`src/design/u8se_pkg.sv`:
```
// Package for the UTF-8 text run extractor: beat types and byte class constants.
// No dependencies; used by utf8_string_extractor.
`default_nettype none

package u8se_pkg;

    // One input beat: a raw image byte and the last-byte mark.
    typedef struct packed {
        logic [7:0] data_byte;
        logic       end_of_image;
    } item_beat_t;

    // One result beat: where the text run starts and how long it is.
    typedef struct packed {
        logic [31:0] run_offset;
        logic [31:0] run_length;
    } result_beat_t;

    // Byte class boundaries.
    localparam logic [7:0] NUL_BYTE       = 8'h00;
    localparam logic [7:0] LEAD3_LO       = 8'hE0;
    localparam logic [7:0] LEAD3_HI       = 8'hEF;
    localparam logic [7:0] LEAD2_LO       = 8'hC0;
    localparam logic [7:0] LEAD2_HI       = 8'hDF;
    localparam logic [7:0] CONT_LO        = 8'h80;
    localparam logic [7:0] CONT_HI        = 8'hBF;
    localparam logic [7:0] PRINTABLE_LO   = 8'h20;
    localparam logic [7:0] CR_BYTE        = 8'h0D;
    localparam logic [7:0] LF_BYTE        = 8'h0A;

    // Continuations owed after a lead byte.
    localparam logic [1:0] CONT_NONE      = 2'd0;
    localparam logic [1:0] CONT_ONE       = 2'd1;
    localparam logic [1:0] CONT_TWO       = 2'd2;

endpackage : u8se_pkg

`default_nettype wire

```
`src/design/utf8_string_extractor.sv`:
```
// UTF-8 text run extractor top level: input register, byte decode, result register.
// Depends on u8se_pkg for the beat types and byte class constants.
`default_nettype none

// The block takes one image byte per cycle while item_stall is low and
// reports each NUL-terminated run of printable ASCII, CR, LF and
// well-formed two- and three-byte UTF-8 sequences as a start offset and a
// byte length. A byte is held in the input register, where the decode and
// counter update run, and its result, if any, is loaded into the result
// register when the byte leaves the input register. The input stalls only
// when the byte in the input register ends a run that is reported while the
// result register still holds a beat that is stalled.
// With include_ascii_only at 0 only runs holding a multibyte sequence are
// reported. Offsets count from the first byte after reset or after a beat
// marked end_of_image; the position counter is POSITION_BITS wide and the
// offset is its low 32 bits (zero-extended when narrower).
module utf8_string_extractor
    import u8se_pkg::*;
#(
    parameter int POSITION_BITS = 32
)(
    input  wire logic         clk,
    input  wire logic         rst_n,
    // Configuration write.
    input  wire logic         cfg_write,
    input  wire logic         cfg_data,
    // Byte channel.
    input  wire logic         item_valid,
    output logic              item_stall,
    input  wire item_beat_t   item,
    // Result channel.
    output logic              result_valid,
    input  wire logic         result_stall,
    output result_beat_t      result
);

    // Configuration and input stage registers.
    logic                     include_ascii_only_reg;
    logic                     stage_valid_reg;
    item_beat_t               stage_reg;

    // Scanner state.
    logic [POSITION_BITS-1:0] position_reg, position_next;
    logic                     active_reg, active_next;
    logic [POSITION_BITS-1:0] start_reg, start_next;
    logic [31:0]              bytes_reg, bytes_next;
    logic [1:0]               cont_due_reg, cont_due_next;
    logic                     saw_multi_reg, saw_multi_next;

    // Result register.
    logic                     result_valid_reg;
    result_beat_t             result_reg;

    // Decode outputs and handshake.
    logic                     emit;
    result_beat_t             emit_beat;
    logic                     out_free;
    logic                     stage_advance;
    logic                     item_accept;

    // Byte decode and state update for the beat in the input register.
    always_comb
    begin
        logic [7:0] b;
        logic       handled;
        b              = stage_reg.data_byte;
        handled        = 1'b0;
        position_next  = position_reg;
        active_next    = active_reg;
        start_next     = start_reg;
        bytes_next     = bytes_reg;
        cont_due_next  = cont_due_reg;
        saw_multi_next = saw_multi_reg;
        emit           = 1'b0;
        emit_beat      = '0;

        // A continuation byte is owed: take it or abort the run.
        if (cont_due_reg != CONT_NONE)
        begin
            if (b >= CONT_LO && b <= CONT_HI)
            begin
                bytes_next    = bytes_reg + 32'd1;
                cont_due_next = cont_due_reg - 2'd1;
                handled       = 1'b1;
            end
            else
            begin
                active_next    = 1'b0;
                start_next     = '0;
                bytes_next     = '0;
                cont_due_next  = CONT_NONE;
                saw_multi_next = 1'b0;
            end
        end

        // Otherwise the byte is classed as a fresh character.
        if (!handled)
        begin
            priority if (b == NUL_BYTE)
            begin
                emit = active_next && (include_ascii_only_reg || saw_multi_next);
                emit_beat.run_offset = 32'(start_next);
                emit_beat.run_length = bytes_next;
                active_next    = 1'b0;
                start_next     = '0;
                bytes_next     = '0;
                cont_due_next  = CONT_NONE;
                saw_multi_next = 1'b0;
            end
            else if ((b >= LEAD2_LO && b <= LEAD3_HI) || b < CONT_LO
                     || b == CR_BYTE || b == LF_BYTE)
            begin
                // Printable ASCII, CR, LF and lead bytes extend or open a run;
                // control bytes are caught just below.
                if (b < PRINTABLE_LO && b != CR_BYTE && b != LF_BYTE)
                begin
                    active_next    = 1'b0;
                    start_next     = '0;
                    bytes_next     = '0;
                    cont_due_next  = CONT_NONE;
                    saw_multi_next = 1'b0;
                end
                else
                begin
                    if (!active_next)
                    begin
                        active_next    = 1'b1;
                        start_next     = position_reg;
                        bytes_next     = '0;
                        saw_multi_next = 1'b0;
                    end
                    bytes_next = bytes_next + 32'd1;
                    if (b >= LEAD3_LO)
                    begin
                        saw_multi_next = 1'b1;
                        cont_due_next  = CONT_TWO;
                    end
                    else if (b >= LEAD2_LO)
                    begin
                        saw_multi_next = 1'b1;
                        cont_due_next  = CONT_ONE;
                    end
                end
            end
            else
            begin
                // Stray continuation byte.
                active_next    = 1'b0;
                start_next     = '0;
                bytes_next     = '0;
                cont_due_next  = CONT_NONE;
                saw_multi_next = 1'b0;
            end
        end

        // Advance the position; the last byte of an image clears everything.
        position_next = position_reg + POSITION_BITS'(1);
        if (stage_reg.end_of_image)
        begin
            position_next  = '0;
            active_next    = 1'b0;
            start_next     = '0;
            bytes_next     = '0;
            cont_due_next  = CONT_NONE;
            saw_multi_next = 1'b0;
        end
    end

    // Handshake: the input stage moves on unless its result has nowhere to go.
    assign out_free      = !result_valid_reg || !result_stall;
    assign stage_advance = stage_valid_reg && (!emit || out_free);
    assign item_stall    = stage_valid_reg && !stage_advance;
    assign item_accept   = item_valid && !item_stall;

    // Control and state registers.
    always_ff @(posedge clk or negedge rst_n)
    begin
        if (!rst_n)
        begin
            include_ascii_only_reg <= 1'b0;
            stage_valid_reg        <= 1'b0;
            result_valid_reg       <= 1'b0;
            position_reg           <= '0;
            active_reg             <= 1'b0;
            start_reg              <= '0;
            bytes_reg              <= '0;
            cont_due_reg           <= CONT_NONE;
            saw_multi_reg          <= 1'b0;
        end
        else
        begin
            if (cfg_write)
            begin
                include_ascii_only_reg <= cfg_data;
            end

            if (item_accept)
            begin
                stage_valid_reg <= 1'b1;
            end
            else if (stage_advance)
            begin
                stage_valid_reg <= 1'b0;
            end

            if (stage_advance)
            begin
                position_reg  <= position_next;
                active_reg    <= active_next;
                start_reg     <= start_next;
                bytes_reg     <= bytes_next;
                cont_due_reg  <= cont_due_next;
                saw_multi_reg <= saw_multi_next;
            end

            if (stage_advance && emit)
            begin
                result_valid_reg <= 1'b1;
            end
            else if (!result_stall)
            begin
                result_valid_reg <= 1'b0;
            end
        end
    end

    // Payload registers.
    always_ff @(posedge clk)
    begin
        if (item_accept)
        begin
            stage_reg <= item;
        end
        if (stage_advance && emit)
        begin
            result_reg <= emit_beat;
        end
    end

    assign result_valid = result_valid_reg;
    assign result       = result_reg;

    // A sequence can never owe three continuations.
    assert property (@(posedge clk) disable iff (!rst_n)
        cont_due_reg != 2'd3)
        else $error("continuation count out of range");

    // With no open run, the run counters sit at zero.
    assert property (@(posedge clk) disable iff (!rst_n)
        !active_reg |-> (bytes_reg == '0 && cont_due_reg == CONT_NONE && !saw_multi_reg))
        else $error("run counters set without an open run");

    // Owed continuations only inside an open multibyte run.
    assert property (@(posedge clk) disable iff (!rst_n)
        cont_due_reg != CONT_NONE |-> (active_reg && saw_multi_reg))
        else $error("continuations owed outside a multibyte run");

    // A pending result with a full, stalled result register holds the input.
    assert property (@(posedge clk) disable iff (!rst_n)
        (stage_valid_reg && emit && result_valid_reg && result_stall) |-> item_stall)
        else $error("result would be overwritten");

    // After the last byte of an image the position and run are cleared.
    assert property (@(posedge clk) disable iff (!rst_n)
        (stage_advance && stage_reg.end_of_image) |=> (position_reg == '0 && !active_reg))
        else $error("image end did not clear the scanner");

endmodule : utf8_string_extractor

`default_nettype wire
```
`config.mk`:
```
export PLATFORM = sky130hd
export DESIGN_NAME = utf8_string_extractor
export DESIGN_NICKNAME = d
export VERILOG_FILES = /design/src/design/u8se_pkg.sv /design/src/design/utf8_string_extractor.sv
export SDC_FILE = /design/constraint.sdc
export NUM_CORES = 1
export LEC_CHECK = 0
export BUFFER_PORTS_ARGS = -buffer_cell sky130_fd_sc_hd__buf_4
export CAP_MARGIN = 20
export CELL_PAD_IN_SITES_DETAIL_PLACEMENT = 1
export CELL_PAD_IN_SITES_GLOBAL_PLACEMENT = 1
export CORE_MARGIN = 3
export CORE_UTILIZATION = 50
export CTS_CLUSTER_DIAMETER = 200
export DETAILED_ROUTE_END_ITERATION = 10
export MAX_ROUTING_LAYER = met4
export PLACE_DENSITY_LB_ADDON = 0.3
export SLEW_MARGIN = 20
export SYNTH_ARGS = -nofsm -noshare
export SYNTH_HDL_FRONTEND = slang
export SYNTH_SLANG_ARGS = --single-unit
```
`constraint.sdc`:
```
create_clock -name clk -period 24.3 [get_ports clk]
set_clock_uncertainty 0.2 [all_clocks]
set_input_delay 6.075 -clock clk [delete_from_list [all_inputs] [get_ports clk]]
set_output_delay 6.075 -clock clk [all_outputs]
set_load 0.05 [all_outputs]
```
==> summary.md, run 1 <==
| Metric | Value |
|---|---|
| Status | `completed` |
| Max_cap viols | `0` |
| Syn Inst Count | `925` |
| Met2 wire length | `14,300 um` |
| Die Width | `~140 um` |
| GR Overflow Total | `0` |
| First-pass GRT wire length | `~45,000 um` |
| Post-detail-place hpwl | `about 19,000 um` |
| TritonRoute pass-1 iters | `5` |
| Resized cells post-CTS | `0` |
| Antenna diode count | `0` |
| Main synth FF type | `dfrtp_1` |
| Dpl cell area | `around 0.01 sq mm` |
| Clock Path Buffers | `2` |
| Top delay family on crit path | `simple AND/OR/NAND/NOR gates` |
| Syn_nets | `944` |
| Crit path from | `result_stall` |
| Max reg flops | `64` |
| PwrDens | `between 60 and 70 mW/mm^2` |
| Worst-Margin Slew | `about 1.1 ns` |
| Avg Inst Size Synth | `approximately 10 sq um` |
| Starting Density | `between 50% and 60%` |
| Hold Buf Count CTS | `0` |
| CP Class | `input port to primary output` |
| Post-DR wirelength/cell | `between 20 and 25 um` |
| H-Tree Depth | `4` |
| Final Max Tran Viols | `0` |
| Final wirelength | `28,800 um` |
| Clk_lat worst skew | `0.45 ns` |
| Die Area | `~0.02 sq mm` |
| Worst Setup Start Kind | `input port` |
| GP Congestion | `~0.96` |
| Cts bufs inserted | `17` |
| Layout Utilization | `between 50 and 60%` |
| Min-Delay Path Depth | `1` |
| Final Cell Area | `0.0106 sq mm` |
| Core area | `~0.018 sq mm` |
| Slowest CP cell | `nor4_1` |
| Number of distinct library cells after synthesis | `73` |
| Top layer in use | `met4` |
| Clk slew on worst S/H paths | `0.08 ns` |
| TritonCTS clock tree | `yes` |
| Hold Crit Start | `start_reg[4]$_DFFE_PN0P_` |
| Fmax | `0.0761 GHz` |
| Fraction of layout cells with a size suffix above 1 | `15.4%` |
| Final #Nets | `994` |
| Period minus WS final | `approximately 13 ns` |
| Post-synth top area share | `about 28%` |
| Worst R2R Setup Slack | `approximately 19 ns` |
| Reg2Reg Depth | `10` |
| Number of synthesized flops with an enable pin | `73` |
| Area leader, netlist | `dfrtp_1` |
| Setup TNS | `0 ns` |
| Crit path max fanout | `3` |
| DR WL met3 | `roughly 1800 um` |
| Largest cells by area after synthesis | `dfrtp_1, edfxtp_1, nor2_1` |
| Netlist Area Pre-Place | `roughly 0.0093 sq mm` |
| DRT antenna net count | `0` |
| Die Y | `between 100 and 150 um` |
| Top-Level Pins | `between 80 and 90` |
| Area delta synth->final | `14.9%` |
| WP data arrival | `6.86 ns` |
| Vias in the first global route | `between 8,000 and 9,000` |
| End of the worst register-to-register path | `start_reg[20]$_DFFE_PN0P_` |
| Final setup viols | `0` |
| P_leak | `between 4 and 5 nW` |
| Worst r2r src | `stage_reg[8]$_DFFE_PP_` |
| Worst Setup End Kind | `primary output` |
| Yosys warnings | `0` |
| Worst VDD drop | `~51 uV` |
| Residual DRC | `0` |
| Wl on met1 | `~12,000 um` |
| Clock sink count | `about 180` |
| GRT Overall Usage | `around 30%` |
| Setup repair bufs after CTS | `0` |
| Rel. slew slack | `between 20% and 30%` |
| Hold Path Sink | `start_reg[4]$_DFFE_PN0P_` |
| Final Hold Vio Count | `0` |
| Period utilization | `about 54%` |
| Worst Path Buf+Inv | `2` |
| CP Data Required Time | `around 18 ns` |
| Hold Crit Class | `register to register` |
| CP Cell Sequence | `buf_4 > nand3_1 > nor4_1 > buf_4` |
| Yosys reg bits | `176` |
| Crit-path max cell delay | `roughly 0.34 ns` |
| Rows | `49` |
| RSZ-0062 raised after global routing | `no` |
| Seq/Total Area, Yosys | `around 50%` |
| Most frequent CP cell | `buf_4` |
| Largest net degree at the start of global routing | `63` |
| Ys async rst share | `58.5%` |
| Initial antenna violation count | `0` |
| DR vias | `approximately 8,000` |
| Initial DRC Count | `between 600 and 700` |
| I/O Buffers | `80` |
| CTS Root Buffer Type | `clkbuf_16` |
| Via/cell ratio | `~6.6` |
power by group:
group / leakage [nW] / switching (W) / internal [W] / total (W)
sequential: 1.99 / 0.0000104 / 0.000313 / 0.000323
clock: 0.289 / 0.000139 / 0.000147 / 0.000286
combinational: 1.75 / 0.0000382 / 0.0000140 / 0.0000522
total: 4.04 / 0.000187 / 0.000474 / 0.000661
worst register-to-register path: stages (launching register included):
cell,delay [ns]
edfxtp_1,0.56
nor2b_1,0.89
o21ai_1,0.20
buf_4,0.29
o41ai_2,0.96
buf_4,0.54
nor2_1,0.23
nand2_1,0.54
nor2_2,0.06
buf_4,0.28
a22o_1,0.30
synth_stat cells (6+ instances only):
cell / n
nand4b_1: 7
nor4_1: 25
nand3_1: 41
or4_1: 10
o22ai_1: 12
inv_1: 19
xnor2_1: 18
o31a_1: 6
o31ai_1: 7
nand4_1: 23
and3_1: 13
o221ai_1: 6
nor3_1: 27
a22o_1: 36
a22oi_1: 12
a31oi_1: 6
o211ai_1: 6
and4_1: 7
and2_1: 42
nand2_1: 82
dfrtp_1: 103
o21ai_0: 34
clkbuf_1: 49
edfxtp_1: 73
mux2i_1: 10
nor2_1: 86
a21oi_1: 33
xor2_1: 36
stage by stage:
| stage | total power (W) | hold WS [ns] | setup slack, ns | instances |
|---|---|---|---|---|
| floorplan | 0.000356 | 0.251 | 10.31 | 925 |
| global placement | 0.000377 | 0.275 | 11.23 | 1185 |
| detailed placement | 0.000380 | 0.279 | 11.14 | 1185 |
| CTS | 0.000663 | 0.301 | 11.13 | 1217 |
| global route | 0.000681 | 0.321 | 11.01 | 1217 |
| finish | 0.000661 | 0.298 | 11.16 | 1217 |
placed cells by master (no fill, tap or decap), drive strengths merged, types with 10 or more instances in the layout:
master | Yosys | final
dfrtp | 103 | 103
buf | 11 | 94
nor2 | 87 | 87
nand2 | 82 | 82
edfxtp | 73 | 73
and2 | 42 | 42
nand3 | 42 | 42
o21ai | 38 | 38
a22o | 36 | 36
xor2 | 36 | 36
a21oi | 34 | 34
nor4 | 29 | 29
nor3 | 27 | 27
inv | 19 | 25
nand4 | 24 | 24
xnor2 | 18 | 18
clkbuf | 52 | 17
and3 | 13 | 13
a22oi | 12 | 12
o22ai | 12 | 12
or4 | 10 | 10
mux2i | 10 | 10
final cells by class:
cell class | instances | area, sq um
fillers | 1971 | 7440
clock buffers | 17 | 425
repair buffers | 94 | 706
multi-input cells | 667 | 4210
well taps | 229 | 287
flip-flops and latches | 176 | 4770
clock inverters | 15 | 174
inverters | 19 | 71.3
cell families after synthesis:
kind of cell             count (synthesis)  synth area share (%)
adder cells (fa/ha/maj)                  4                 0.540
flip-flops                             176                  51.5
AND/OR/NAND/NOR                        399                  23.0
AO/OA/AOI/OAI                          197                  15.0
multiplexers                            13                  1.45
buffers and inverters                   82                  3.47
XOR/XNOR                                54                  5.11
worst max path at each step:
stage          cells past startpoint    endpoint  slack (ns)
2_1_floorplan                      2  item_stall       10.31
3_3_place_gp                       4  item_stall       11.23
3_5_place_dp                       4  item_stall       11.14
4_1_cts                            4  item_stall       11.13
5_1_grt                            4  item_stall       11.01
6_report                           4  item_stall       11.16
layer usage:
| layer | up-vias | GRT usage [%] |
|---|---|---|
| li1 | 3541 | - |
| met1 | 4096 | 37.8 |
| met2 | 318 | 47.4 |
| met3 | 65 | 5.61 |
| met4 | 0 | 11.0 |
| met5 | - | - |
No activity file was read; power rests on OpenSTA's default activity.
==> inputs of run 2 (changes only) <==
Settings changed: CORE_UTILIZATION 50 to 47.
Clock period 24.3 ns to 12.2 ns, I/O delays scaled along.
==> summary.md, run 2 (synthesized netlist as in run 1, its figures left out) <==
| Metric | Value |
|---|---|
| Status | `completed` |
| Clock Path Buffers | `2` |
| Clock sink count | `~180` |
| Cts bufs inserted | `17` |
| Hold Buf Count CTS | `0` |
| WP data arrival | `about 3.8 ns` |
| Initial DRC Count | `between 700 and 800` |
| Max_cap viols | `0` |
| Residual DRC | `0` |
| Clk_lat worst skew | `between 0.4 and 0.5 ns` |
| Post-detail-place hpwl | `~18,000 um` |
| Post-DR wirelength/cell | `~22 um` |
| Setup TNS | `0 ns` |
| Fraction of layout cells with a size suffix above 1 | `between 15 and 20%` |
| Starting Density | `between 40% and 50%` |
| Initial antenna violation count | `0` |
| RSZ-0062 raised after global routing | `no` |
| Final setup viols | `0` |
| Worst Setup Start Kind | `input port` |
| Final Hold Vio Count | `0` |
| Resized cells post-CTS | `0` |
| Max reg flops | `between 60 and 70` |
| Rel. slew slack | `between 30 and 40%` |
| PwrDens | `123 mW/mm^2` |
| Antenna diode count | `0` |
| Fmax | `0.141 GHz` |
| First-pass GRT wire length | `about 45,000 um` |
| Clk slew on worst S/H paths | `roughly 0.08 ns` |
| Final wirelength | `27,600 um` |
| Rows | `50` |
| Final Max Tran Viols | `0` |
| Hold Crit Class | `register to register` |
| Inst Count DP | `approximately 1,200` |
| CTS Root Buffer Type | `clkbuf_16` |
| Fillcell total | `~2,100` |
| Crit path max fanout | `3` |
| H-Tree Depth | `4` |
| Die Width | `approximately 150 um` |
| Core area | `around 0.019 sq mm` |
| Reg2Reg Depth | `9` |
| DR vias | `about 8,000` |
| Layout Utilization | `56.5%` |
| Setup repair bufs after CTS | `0` |
| Layout Cells excl Fill | `roughly 1,300` |
| P_leak | `4.07 nW` |
| Period minus WS final | `about 7 ns` |
| Worst-Margin Slew | `1.01 ns` |
| GP Congestion | `~0.96` |
| CP Class | `input port to primary output` |
| Largest net degree at the start of global routing | `66` |
| Most common cell after layout, fill and taps aside | `dfrtp_1` |
| Top-Level Pins | `81` |
| TritonCTS clock tree | `yes` |
| GR Overflow Total | `0` |
| Vias in the first global route | `around 8,300` |
| Most frequent cells in the layout | `dfrtp_1, buf_4, nor2_1, nand2_1, edfxtp_1` |
| Final #Nets | `about 1,000` |
| Die Y | `around 150 um` |
| Area delta synth->final | `16.0%` |
| Worst VDD drop | `between 100 and 150 uV` |
| Via/cell ratio | `6.33` |
| TritonRoute pass-1 iters | `5` |
| DRT antenna net count | `0` |
| Period utilization | `about three fifths` |
| CP Data Required Time | `between 8 and 9 ns` |
| Min-Delay Path Depth | `1` |
| Die Area | `between 0.02 and 0.025 sq mm` |
| I/O Buffers | `80` |
| GRT Overall Usage | `26.9%` |
| Worst Setup End Kind | `primary output` |
-- run 2: power breakdown --
group	internal, W	switching (W)	leakage (nW)	total, W
sequential	0.000624	0.0000161	1.99	0.000640
combinational	0.0000289	0.0000808	1.77	0.000110
clock	0.000300	0.000277	0.307	0.000576
-- run 2: final timing paths --
kind | startpoint | endpoint | slack (ns)
hold / removal | start_reg[23]$_DFFE_PN0P_ | start_reg[23]$_DFFE_PN0P_ | 0.29
setup / recovery | result_stall | item_stall | 5.11
setup reg to reg | bytes_reg[0]$_DFFE_PN0P_ | bytes_reg[16]$_DFFE_PN0P_ | 7.64
hold reg to reg | start_reg[23]$_DFFE_PN0P_ | start_reg[23]$_DFFE_PN0P_ | 0.29
min in group asynchronous | rst_n | start_reg[26]$_DFFE_PN0P_ | 2.51
max in group asynchronous | rst_n | active_reg$_DFFE_PN0P_ | 8.16
-- run 2: per-layer routing --
layer | up-vias | track usage [%] | share of wire (%)
met5 | - | - | 0
met1 | 4042 | 34.9 | 43
met3 | 56 | 4.72 | 5.7
met4 | 0 | 9.50 | 2.4
met2 | 284 | 43.1 | 49
li1 | 3540 | - | -
-- run 2: cell type report --
class	count	area (sq um)	area share, %
flip-flops and latches	176	4770	44.4
multi-input cells	667	4210	39.2
repair buffers	97	736	6.85
clock buffers	17	425	3.96
well taps	260	325	3.03
clock inverters	15	208	1.93
inverters	19	71.3	0.664
-- run 2: stage by stage --
stage	area, sq um	setup slack [ns]	hold WS (ns)	total power (W)
floorplan	9260	1.72	0.251	0.000709
global placement	10100	5.15	0.276	0.000753
detailed placement	10100	5.09	0.275	0.000758
CTS	10700	5.08	0.302	0.00133
global route	10700	5.00	0.308	0.00137
finish	10700	5.11	0.295	0.00133
-- run 2: critical path, cell delays in order --
cell and delay (ns):
buf_4 0.09, nand3_1 0.07, nor4_1 0.34, buf_4 0.29
